==> config.mk <==
export PLATFORM = sky130hd
export DESIGN_NAME = go_back_n_sender
export DESIGN_NICKNAME = d
export VERILOG_FILES = /design/src/rtl/core/gbn_pkg.sv /design/src/rtl/core/gbn_ctrl.sv /design/src/rtl/core/gbn_dp.sv /design/src/rtl/core/go_back_n_sender.sv
export SDC_FILE = /design/constraint.sdc
export NUM_CORES = 1
export LEC_CHECK = 0
export BUFFER_PORTS_ARGS = -buffer_cell sky130_fd_sc_hd__buf_4
export CORE_ASPECT_RATIO = 0.7
export CORE_MARGIN = 2
export CORE_UTILIZATION = 60
export CTS_CLUSTER_SIZE = 10
export DETAILED_ROUTE_END_ITERATION = 7
export PLACE_DENSITY = 0.8
export SLEW_MARGIN = 25
export SYNTH_ARGS = -nofsm -noshare
export SYNTH_HDL_FRONTEND = slang
export SYNTH_SLANG_ARGS = --single-unit
==> constraint.sdc <==
create_clock -name i_clk -period 5.15 [get_ports i_clk]
set_input_delay 1.03 -clock i_clk [delete_from_list [all_inputs] [get_ports i_clk]]
set_output_delay 1.03 -clock i_clk [all_outputs]
set_load 0.01 [all_outputs]
==> src/rtl/core/gbn_pkg.sv <==
// Shared types and codes for the go-back-n sender window control.
package gbn_pkg;

    localparam int WINDOW_DEPTH_DEF = 8;
    localparam int MAX_BURST        = 8;
    localparam int TAG_W            = 16;
    localparam int SEQ_W            = 32;
    localparam int CNT_W            = 4;
    localparam int WSIZE_W          = 4;

    localparam logic [1:0] ACT_SEND    = 2'd0;
    localparam logic [1:0] ACT_ACK     = 2'd1;
    localparam logic [1:0] ACT_TIMEOUT = 2'd2;

    localparam logic [2:0] KIND_NEW        = 3'd0;
    localparam logic [2:0] KIND_REFUSED    = 3'd1;
    localparam logic [2:0] KIND_ACK_OK     = 3'd2;
    localparam logic [2:0] KIND_ACK_IGN    = 3'd3;
    localparam logic [2:0] KIND_RETX       = 3'd4;
    localparam logic [2:0] KIND_TMO_EMPTY  = 3'd5;

    localparam logic [1:0] TMR_NONE    = 2'd0;
    localparam logic [1:0] TMR_START   = 2'd1;
    localparam logic [1:0] TMR_STOP    = 2'd2;
    localparam logic [1:0] TMR_RESTART = 2'd3;

    localparam logic [WSIZE_W-1:0] WSIZE_RESET = 4'd8;

    typedef struct packed {
        logic [1:0]       action;
        logic [TAG_W-1:0] payload_tag;
        logic [SEQ_W-1:0] ack_number;
        logic             ack_intact;
    } t_gbn_in;

    typedef struct packed {
        logic [2:0]       result_kind;
        logic [SEQ_W-1:0] packet_seq;
        logic [TAG_W-1:0] packet_tag;
        logic [1:0]       timer_action;
        logic [SEQ_W-1:0] timer_seq;
        logic             window_full;
        logic [CNT_W-1:0] in_flight;
        logic             last;
    } t_gbn_out;

    typedef struct packed {
        logic accept;
        logic decide;
        logic replay;
    } t_gbn_cmd;

    typedef struct packed {
        logic replay_start;
        logic replay_last;
    } t_gbn_stat;

endpackage

==> src/rtl/core/gbn_ctrl.sv <==
// Sequencer for the go-back-n sender: accept, decide, replay.
module gbn_ctrl (
    input  logic                 i_clk,
    input  logic                 i_rst_n,
    input  logic                 start,
    output logic                 busy,
    input  gbn_pkg::t_gbn_stat   i_stat,
    output gbn_pkg::t_gbn_cmd    o_cmd
);

    localparam logic [1:0] S_IDLE   = 2'd0;
    localparam logic [1:0] S_DECIDE = 2'd1;
    localparam logic [1:0] S_REPLAY = 2'd2;

    logic [1:0] r_state;
    logic [1:0] n_state;

    always_comb begin
        n_state = r_state;
        case (r_state)
            S_IDLE: begin
                if (start) begin
                    n_state = S_DECIDE;
                end
            end
            S_DECIDE: begin
                n_state = i_stat.replay_start ? S_REPLAY : S_IDLE;
            end
            S_REPLAY: begin
                if (i_stat.replay_last) begin
                    n_state = S_IDLE;
                end
            end
            default: begin
                n_state = S_IDLE;
            end
        endcase
    end

    always_ff @(posedge i_clk) begin
        if (!i_rst_n) begin
            r_state <= S_IDLE;
        end else begin
            r_state <= n_state;
        end
    end

    assign busy          = (r_state != S_IDLE);
    assign o_cmd.accept  = start && (r_state == S_IDLE);
    assign o_cmd.decide  = (r_state == S_DECIDE);
    assign o_cmd.replay  = (r_state == S_REPLAY);

endmodule

==> src/rtl/core/gbn_dp.sv <==
// Window state, tag ring memory and result register of the go-back-n sender.
module gbn_dp #(
    parameter int WINDOW_DEPTH = gbn_pkg::WINDOW_DEPTH_DEF
) (
    input  logic                              i_clk,
    input  logic                              i_rst_n,
    input  gbn_pkg::t_gbn_cmd                 i_cmd,
    output gbn_pkg::t_gbn_stat                o_stat,
    input  gbn_pkg::t_gbn_in                  i_in,
    input  logic                              i_cfg_we,
    input  logic [gbn_pkg::WSIZE_W-1:0]       i_cfg_wdata,
    output logic                              o_res_strobe,
    output gbn_pkg::t_gbn_out                 o_res
);

    localparam int AW  = (WINDOW_DEPTH > 1) ? $clog2(WINDOW_DEPTH) : 1;
    localparam int SW  = AW + gbn_pkg::CNT_W;
    localparam int LIM = (WINDOW_DEPTH < gbn_pkg::MAX_BURST) ? WINDOW_DEPTH
                                                             : gbn_pkg::MAX_BURST;
    localparam int IW  = $clog2(gbn_pkg::MAX_BURST);
    localparam logic [gbn_pkg::CNT_W-1:0] WIN_LIM = gbn_pkg::CNT_W'(LIM);
    localparam logic [SW-1:0]             DEPTH_S = SW'(WINDOW_DEPTH);
    localparam logic [AW-1:0]             TOP_SLOT = AW'(WINDOW_DEPTH - 1);

    gbn_pkg::t_gbn_in                   r_in;
    logic [gbn_pkg::WSIZE_W-1:0]        r_wsize;
    logic [gbn_pkg::SEQ_W-1:0]          r_base;
    logic [gbn_pkg::SEQ_W-1:0]          r_next;
    logic [gbn_pkg::CNT_W-1:0]          r_count;
    logic [AW-1:0]                      r_head;
    logic [AW-1:0]                      r_rd_slot;
    logic [IW-1:0]                      r_idx;
    logic [gbn_pkg::TAG_W-1:0]          r_rd_tag;
    logic [gbn_pkg::TAG_W-1:0]          ring [WINDOW_DEPTH];
    logic                               r_strobe;
    gbn_pkg::t_gbn_out                  r_res;

    logic [gbn_pkg::CNT_W-1:0]          eff;
    logic [SW-1:0]                      wr_sum;
    logic [AW-1:0]                      wr_slot;
    logic [gbn_pkg::CNT_W-1:0]          ack_num;
    logic [SW-1:0]                      ack_sum;
    logic [AW-1:0]                      ack_head;
    logic [gbn_pkg::SEQ_W-1:0]          ack_plus1;
    logic [AW-1:0]                      rd_addr;
    logic [AW-1:0]                      rd_inc;
    logic                               send_ok;
    logic                               ack_ok;
    logic                               dec_emit;
    logic                               ring_we;
    logic [gbn_pkg::CNT_W-1:0]          n_count;
    gbn_pkg::t_gbn_out                  dec_res;
    gbn_pkg::t_gbn_out                  rep_res;

    assign eff = (r_wsize > WIN_LIM) ? WIN_LIM : r_wsize;

    // next free slot of the ring
    assign wr_sum  = SW'(r_head) + SW'(r_count);
    assign wr_slot = (wr_sum >= DEPTH_S) ? AW'(wr_sum - DEPTH_S) : AW'(wr_sum);

    assign ack_plus1 = r_in.ack_number + 32'd1;
    assign ack_num   = gbn_pkg::CNT_W'(ack_plus1 - r_base);
    assign ack_sum   = SW'(r_head) + SW'(ack_num);
    assign ack_head  = (ack_sum >= DEPTH_S) ? AW'(ack_sum - DEPTH_S) : AW'(ack_sum);

    assign send_ok = (r_count < eff) && (r_next != '1);
    assign ack_ok  = (r_count != '0) && r_in.ack_intact
                     && (r_in.ack_number >= r_base) && (r_in.ack_number < r_next);

    assign rd_addr = i_cmd.decide ? r_head : r_rd_slot;
    assign rd_inc  = (rd_addr == TOP_SLOT) ? '0 : rd_addr + AW'(1);

    assign o_stat.replay_start = (r_in.action == gbn_pkg::ACT_TIMEOUT) && (r_count != '0);
    assign o_stat.replay_last  = ({1'b0, r_idx} == r_count - 4'd1);

    assign dec_emit = !o_stat.replay_start;
    assign ring_we  = i_cmd.decide && (r_in.action == gbn_pkg::ACT_SEND) && send_ok;

    always_comb begin
        dec_res = '0;
        n_count = r_count;
        case (r_in.action)
            gbn_pkg::ACT_SEND: begin
                if (send_ok) begin
                    n_count             = r_count + 4'd1;
                    dec_res.result_kind = gbn_pkg::KIND_NEW;
                    dec_res.packet_seq  = r_next;
                    dec_res.packet_tag  = r_in.payload_tag;
                    if (r_count == '0) begin
                        dec_res.timer_action = gbn_pkg::TMR_START;
                        dec_res.timer_seq    = r_next;
                    end
                end else begin
                    dec_res.result_kind = gbn_pkg::KIND_REFUSED;
                end
            end
            gbn_pkg::ACT_ACK: begin
                if (ack_ok) begin
                    n_count             = r_count - ack_num;
                    dec_res.result_kind = gbn_pkg::KIND_ACK_OK;
                    if (ack_plus1 == r_next) begin
                        dec_res.timer_action = gbn_pkg::TMR_STOP;
                        dec_res.timer_seq    = r_base;
                    end else begin
                        dec_res.timer_action = gbn_pkg::TMR_RESTART;
                        dec_res.timer_seq    = ack_plus1;
                    end
                end else begin
                    dec_res.result_kind = gbn_pkg::KIND_ACK_IGN;
                end
            end
            gbn_pkg::ACT_TIMEOUT: begin
                dec_res.result_kind = gbn_pkg::KIND_TMO_EMPTY;
            end
            default: begin
                dec_res.result_kind = gbn_pkg::KIND_ACK_IGN;
            end
        endcase
        dec_res.window_full = (n_count >= eff);
        dec_res.in_flight   = n_count;
        dec_res.last        = 1'b1;
    end

    always_comb begin
        rep_res              = '0;
        rep_res.result_kind  = gbn_pkg::KIND_RETX;
        rep_res.packet_seq   = r_base + gbn_pkg::SEQ_W'(r_idx);
        rep_res.packet_tag   = r_rd_tag;
        if (r_idx == '0) begin
            rep_res.timer_action = gbn_pkg::TMR_RESTART;
            rep_res.timer_seq    = r_base;
        end
        rep_res.window_full  = (r_count >= eff);
        rep_res.in_flight    = r_count;
        rep_res.last         = o_stat.replay_last;
    end

    // tag ring: one write port, one registered read port
    always_ff @(posedge i_clk) begin
        if (ring_we) begin
            ring[wr_slot] <= r_in.payload_tag;
        end
        if (i_cmd.decide || i_cmd.replay) begin
            r_rd_tag <= ring[rd_addr];
        end
    end

    always_ff @(posedge i_clk) begin
        if (i_cmd.accept) begin
            r_in <= i_in;
        end
        if (i_cmd.decide || i_cmd.replay) begin
            r_rd_slot <= rd_inc;
        end
        if (i_cmd.decide) begin
            r_idx <= '0;
        end else if (i_cmd.replay) begin
            r_idx <= r_idx + IW'(1);
        end
        if (i_cmd.decide) begin
            r_res <= dec_res;
        end else if (i_cmd.replay) begin
            r_res <= rep_res;
        end
    end

    always_ff @(posedge i_clk) begin
        if (!i_rst_n) begin
            r_wsize  <= gbn_pkg::WSIZE_RESET;
            r_base   <= 32'd1;
            r_next   <= 32'd1;
            r_count  <= '0;
            r_head   <= '0;
            r_strobe <= 1'b0;
        end else begin
            if (i_cfg_we) begin
                r_wsize <= i_cfg_wdata;
            end
            r_strobe <= (i_cmd.decide && dec_emit) || i_cmd.replay;
            if (i_cmd.decide) begin
                r_count <= n_count;
                if (r_in.action == gbn_pkg::ACT_SEND && send_ok) begin
                    r_next <= r_next + 32'd1;
                end
                if (r_in.action == gbn_pkg::ACT_ACK && ack_ok) begin
                    r_base <= ack_plus1;
                    r_head <= ack_head;
                end
            end
        end
    end

    assign o_res_strobe = r_strobe;
    assign o_res        = r_res;

endmodule

==> src/rtl/core/go_back_n_sender.sv <==
// Top level of the go-back-n sender window control.
//
// Accepts one event beat (send request, ack or timer expiry) when start is
// high and busy is low. A send, an ack or a timeout on an empty window goes
// through accept, then decide, and yields one result beat in the cycle
// after the decision; busy is already low in that cycle, so the next event can
// be taken while that result is shown. A timeout with N packets in flight
// passes through accept, decide and replay and yields N retransmit beats on
// consecutive cycles, one per cycle, paced by the single read port of the tag
// ring. Results are strobed on o_res_strobe for exactly one cycle each and
// cannot be stalled; the final beat of an event carries last. Write the window
// size only while busy is low and no result beat is pending. The tag ring has
// no reset; only tags of in-flight packets reach a result beat.
module go_back_n_sender #(
    parameter int WINDOW_DEPTH = gbn_pkg::WINDOW_DEPTH_DEF
) (
    input  logic                         i_clk,
    input  logic                         i_rst_n,
    input  logic                         start,
    output logic                         busy,
    input  gbn_pkg::t_gbn_in             i_in,
    input  logic                         i_cfg_we,
    input  logic [gbn_pkg::WSIZE_W-1:0]  i_cfg_wdata,
    output logic                         o_res_strobe,
    output gbn_pkg::t_gbn_out            o_res
);

    gbn_pkg::t_gbn_cmd  cmd;
    gbn_pkg::t_gbn_stat stat;

    // sequence the event: accept, decide, replay the ring on timeout
    gbn_ctrl u_ctrl (
        .i_clk   (i_clk),
        .i_rst_n (i_rst_n),
        .start   (start),
        .busy    (busy),
        .i_stat  (stat),
        .o_cmd   (cmd)
    );

    // hold window state, tag ring and the result register
    gbn_dp #(
        .WINDOW_DEPTH (WINDOW_DEPTH)
    ) u_dp (
        .i_clk        (i_clk),
        .i_rst_n      (i_rst_n),
        .i_cmd        (cmd),
        .o_stat       (stat),
        .i_in         (i_in),
        .i_cfg_we     (i_cfg_we),
        .i_cfg_wdata  (i_cfg_wdata),
        .o_res_strobe (o_res_strobe),
        .o_res        (o_res)
    );

endmodule

# Yosys cells after proc, flatten, opt, wreduce, memory -nomap -nowiden
# Memory sizes are Yosys's and may differ from the RTL's. A register that Yosys moved wholly into a read port is not among the register bits.
# Cells that the tools add are included.
[totals] regBits=226 ram_bits=128 in_bits=59 out_inout_bits=93 wordCells=102 memories=1
[op_classes] addsub=13 order_cmp=8 n_eq_ne=10 mux=25 reduce_logical=24
[mem_list] name="u_dp.ring" words=8 width=16 rd=1 rd_ports_with_merged_regs=1 wr=1 line_no="gbn_dp.sv:34" text="logic [gbn_pkg::TAG_W-1:0] ring [WINDOW_DEPTH];"
[ops] cell="two-way mux 91 bit" n=2
[ops] cell="two-way mux 82 bit" n=1
[ops] cell="two-way mux 34 bit" n=2
[ops] cell="case mux 34 bit (2 select lines)" n=1
[ops] cell="two-way mux 33 bit" n=2
[ops] cell="adder 32 x 1 -> 32 bit, second input constant" n=2
[ops] cell="two-way mux 48 bit" n=1
[ops] cell="adder 32 x 3 -> 32 bit" n=1
[ops] cell="equality test 32 bit" n=1
[ops] cell="greater-or-equal comparator 32 bit" n=1
[ops] cell="less-than comparator 32 bit" n=1
[ops] cell="!= test 32 bit, second input constant" n=1
[ops] cell="two-way mux 4 bit" n=3
[ops] cell="logical AND 1 bit" n=11
[ops] cell="adder 3 x 4 -> 5 bit" n=2
[ops] cell="greater-or-equal comparator 5 x 4 -> 1 bit, second input constant" n=2
[ops] cell="two-way mux 3 bit" n=3
[ops] cell="case mux 3 bit (3 select lines)" n=1
[ops] cell="greater-or-equal comparator 4 bit" n=2
[ops] cell="case mux 4 bit (2 select lines)" n=1
[ops] cell="subtractor 4 bit" n=2
[ops] cell="adder 3 x 1 -> 3 bit, second input constant" n=2
[ops] cell="two-way mux 2 bit" n=3
[ops] cell="case mux 2 bit (3 select lines)" n=1
[ops] cell="19 further kinds" n=31

# Longest topological paths before layout
[depth] depth_word=8 ltp_mapped=19

# Hierarchy
# From an unflattened synthesis, not the netlist that was laid out.
[unflattened] hier_cells=1757 hier_area_um2=18845.6
[by_module_without_submodules] module="gbn_dp" n_inst=1 cells_each=1748 area_per_inst_um2=18751.7 seq_area_each_um2=10249.8
[by_module_without_submodules] module="gbn_ctrl" n_inst=1 cells_each=9 area_per_inst_um2=93.8 seq_area_each_um2=40.0

# Least setup slack after synthesis
# OpenSTA, ideal clock, no wires.
[synth_timing] path_type="register -> register" startpoint="reg u_dp.r_count[1] in the netlist's numbering" endpoint="mem u_dp.ring[5][0] in the netlist's numbering, enable pin" setup_time_ps=413 t_arrival_ps=3876 required_time_ps=4737 path_slack_ps=861 path_stages_with_launch=11 path_buffers=2 cell_sequence="dfxtp_1 > ha_1 > nor2b_1 > o21ai_0 > nand2b_1 > a211oi_1 > and3_1 > clkbuf_1 > clkbuf_1 > nand2_1 > nor3b_1"
[synth_via] elab_chain_len=5
[synth_rtl] element="start, declared" line_no="gbn_dp.sv:29" text="logic [gbn_pkg::CNT_W-1:0] r_count;"
[synth_rtl] element="start signal, assigned" line_no="gbn_dp.sv:181" text="r_count <= n_count;"
[synth_rtl] element="parallel branches: the longest is 5 deep, another holds adder 3 x 4 -> 5 bit"
[synth_rtl] element="end, declared" line_no="gbn_dp.sv:34"
# Several ways; the timed one is not identified.

==> metrics.md <==
| Metric | Value |
|---|---|
| Gpl congestion | `1.038` |
| Post-Route WL | `58410 um` |
| Final period utilization | `88.21%` |
| Setup tns final | `0 ps` |
| Vias | `roughly 15000` |
| Dpl hpwl | `41410 um` |
| Die Footprint | `0.03340 mm^2` |
| FF+latch count, synth | `370` |
| Global Route Usage Sum | `34.88%` |
| Worst slack, placed | `between 700 and 800 ps` |
| Dpl cells | `2313` |
| Die X | `217.6 um` |
| Critical Path, Cell by Cell | `clkinv_1 -> ha_1 -> a21o_1 -> a21o_1 -> a21oi_1 -> o22ai_1 -> or4b_1 -> or2_2 -> o311ai_0 -> ha_1 -> a21o_1 -> a21oi_1 -> nor2b_1 -> o21ai_0 -> o21ai_0` |
| Clk pin slew, worst setup/hold paths | `approximately 60 ps` |
| Fmax | `around 0.22 GHz` |
| Ys flop type | `edfxtp_1` |
| Fin. Hold Viols | `0` |
| CP arrival | `~4800 ps` |
| I/O pins | `152` |
| Number of core rows | `54` |
| Yosys Warn Count | `0` |
| Max Slew Vio Count | `0` |
| Synth async-reset ratio | `0%` |
| Smallest hold slack | `481.9 ps` |
| Slowest cell on crit path | `or4b_1` |
| Max-Cap Viols | `0` |
| Drt drc | `0` |
| Synth Cell Area | `0.01916 mm^2` |
| Final core utilization | `a little under three quarters` |
| CORE AREA | `0.03128 mm^2` |
| Post-route ant nets | `0` |
| Post-synth EDFFs | `288` |
| Leakage | `8.072 nW` |
| Worst hold path class | `register to register` |
| Initial core utilization | `61.24%` |
| CP Launch Type | `register` |
| Average cell area after synthesis | `between 10 and 15 um^2` |
| CTS root buf | `clkbuf_16` |
| Synth Net Count | `roughly 2000` |
| Initial antenna violation count | `1` |
| Worst-Margin Slew | `1196 ps` |
| Vias/cell | `6.451` |
| H-tree Lvls | `2` |
| IO Port Bufs | `151` |
| Vias in the first global route | `between 10000 and 15000` |
| CTS tree | `built` |
| Worst-Skew Late Latency | `560 ps` |
| Critical Path Most Common Cell | `a21o_1` |
| Area added between synthesis and finish | `15.73%` |
| Die height | `between 150 and 200 um` |
| Crit-path max cell delay | `660 ps` |
| Peak VDD IR | `0.0002809 V` |
| Non-filler instance count after layout | `2392` |
| Crit Path Max Fanout | `11` |
| Inserted Clock Buffers | `43` |
| Routed length per instance | `24.42 um` |
| Synth unique cells | `76` |
| Crit Path Class | `register to register` |
| DRT iter0 DRCs | `2450` |
| Setup Skew | `16.25 ps` |
| Pre-antenna DRT Iters | `6` |
| Cell family with most CP delay | `compound AO/OA/AOI/OAI gates` |
| Layout cell share with drive strength beyond 1 | `14.55%` |
| Ant. Diodes | `0` |
| Grt total ovfl | `0` |
| # setup viols final | `0` |
| CP required | `5440 ps` |
| CTS sink cnt | `370` |
| Crit end category | `register` |
| CP bufs+invs | `1` |
| Final WS setup | `607.3 ps` |
| First-pass GRT wire length | `just under 90000 um` |
| CTS resizes | `0` |
| Register area share after synthesis | `53.72%` |
| Maximum clock insertion buffer count | `3` |
| PwrDens | `311.3 mW/mm^2` |
| Fin crit period | `4543 ps` |
| Largest net degree at the start of global routing | `65` |
| RSZ-0062 raised after global routing | `false` |
| Hold Buf Count CTS | `0` |
| Slew HR | `20.12%` |
| Layout net count | `~2100` |
| Syn Inst Count | `1794` |
| # Post-CTS Setup Buffers | `0` |
| Status | `finished, final reports clean` |
[path summary, 6_finish.rpt]
path | from | end | slack, ps | cells after the start
setup reg to reg | u_dp.r_next[12] | u_dp.o_res[5] | 610 | 15
hold / removal | u_ctrl.r_state[1] | u_ctrl.r_state[1] | 480 | 2
setup / recovery | u_dp.r_next[12] | u_dp.o_res[5] | 610 | 15
hold reg to reg | u_ctrl.r_state[1] | u_ctrl.r_state[1] | 480 | 2
[Yosys cell counts, types with 7 or more instances]
cell type	n	share of area (%)
a211oi_1	12	0.47
a21o_1	19	0.74
a21oi_1	55	1.4
a22o_1	21	0.96
a22oi_1	19	0.74
a31oi_1	7	0.23
and2_1	10	0.33
and3_1	13	0.42
and4_1	13	0.59
buf_1	9	0.18
buf_2	19	0.50
clkbuf_1	72	1.4
dfxtp_1	82	8.6
edfxtp_1	288	45
ha_1	94	6.1
inv_1	88	1.7
mux2i_1	12	0.63
nand2_1	253	5.0
nand2b_1	9	0.29
nand3_1	130	3.4
nand4_1	45	1.5
nor2_1	81	1.6
nor2b_1	15	0.49
nor3_1	31	0.81
nor3b_1	9	0.35
nor4_1	37	1.2
o211ai_1	7	0.27
o21a_1	20	0.78
o21ai_0	80	2.1
o21ai_1	18	0.47
o221ai_1	11	0.50
or3_1	20	0.65
xnor2_1	95	4.3
xnor3_1	11	1.3
xor2_1	19	0.87
[state kept, by name, summed over array words and instances, names as in the netlist]
signal / flops
u_dp.r_rd_tag: 16
u_dp.ring: 128
u_dp.r_next: 32
u_dp.r_rd_slot: 3
u_dp.o_res: 91
u_dp.r_base: 32
u_dp.o_res_strobe: 1
u_dp.r_idx: 3
u_dp.r_head: 3
u_dp.r_wsize: 4
u_dp.r_count: 4
u_ctrl.r_state: 2
u_dp.r_in: 51
[through the flow]
stage,power [mW],area (um^2)
2_1_floorplan,3.820,19160
3_3_place_gp,4.069,20870
3_5_place_dp,4.087,20870
4_1_cts,6.913,22170
5_1_grt,7.102,22170
6_report,6.901,22170
[power by group]
group          total (mW)  switching, mW  internal (mW)
sequential           3.42         0.0923           3.33
combinational       0.627          0.385          0.242
clock                2.85           1.18           1.67
total                6.90           1.66           5.24
[cell usage in the layout (no fill, tap or decap), types with 13 or more instances in the layout]
master / count
o21ai_0: 80
xor2_1: 19
inv_1: 88
edfxtp_1: 288
nand4_1: 45
buf_4: 202
o21ai_1: 18
a22oi_1: 19
a21o_1: 19
a21oi_1: 55
nor3_1: 29
clkbuf_16: 44
nor2b_1: 14
clkbuf_1: 30
nand2_1: 253
o21a_1: 20
dfxtp_1: 82
nor4_1: 37
a22o_1: 21
xnor2_1: 95
nand3_1: 130
nor2_1: 81
and4_1: 13
ha_1: 93
or3_1: 20
[per-layer routing]
metal	track usage (%)	vias to the layer above	part of all wire, %
li1	-	6853	-
met1	54.51	7274	43
met2	43.54	1208	38
met3	15.55	95	17
met4	7.795	0	1.9
met5	0.8696	-	0
[final cells by class]
class                      instances  area, um^2
tap                              420       525.5
fill                            2197        9112
multi-input combinational       1231        8204
inverter                          90       337.8
clock buffer                      76        1241
sequential                       370       10290
clock inverter                     3       55.05
timing repair buffer             202        1516
[worst reg2reg max path, stage by stage, from the launching register on]
cell and delay (ps):
dfxtp_1 500, clkinv_1 310, ha_1 280, a21o_1 170, a21o_1 160, a21oi_1 140, o22ai_1 90, or4b_1 660
or2_2 490, o311ai_0 550, ha_1 340, a21o_1 160, a21oi_1 140, nor2b_1 60, o21ai_0 120, o21ai_0 90
[cells by family after synthesis]
logic type | share of synthesized area, %
compound gates | 10.40
xor+xnor | 6.506
fa+ha+maj | 6.662
buf+inv | 3.971
flops | 53.72
mux | 0.6271
simple gates | 18.12
(Power assumes the default switching activity.)
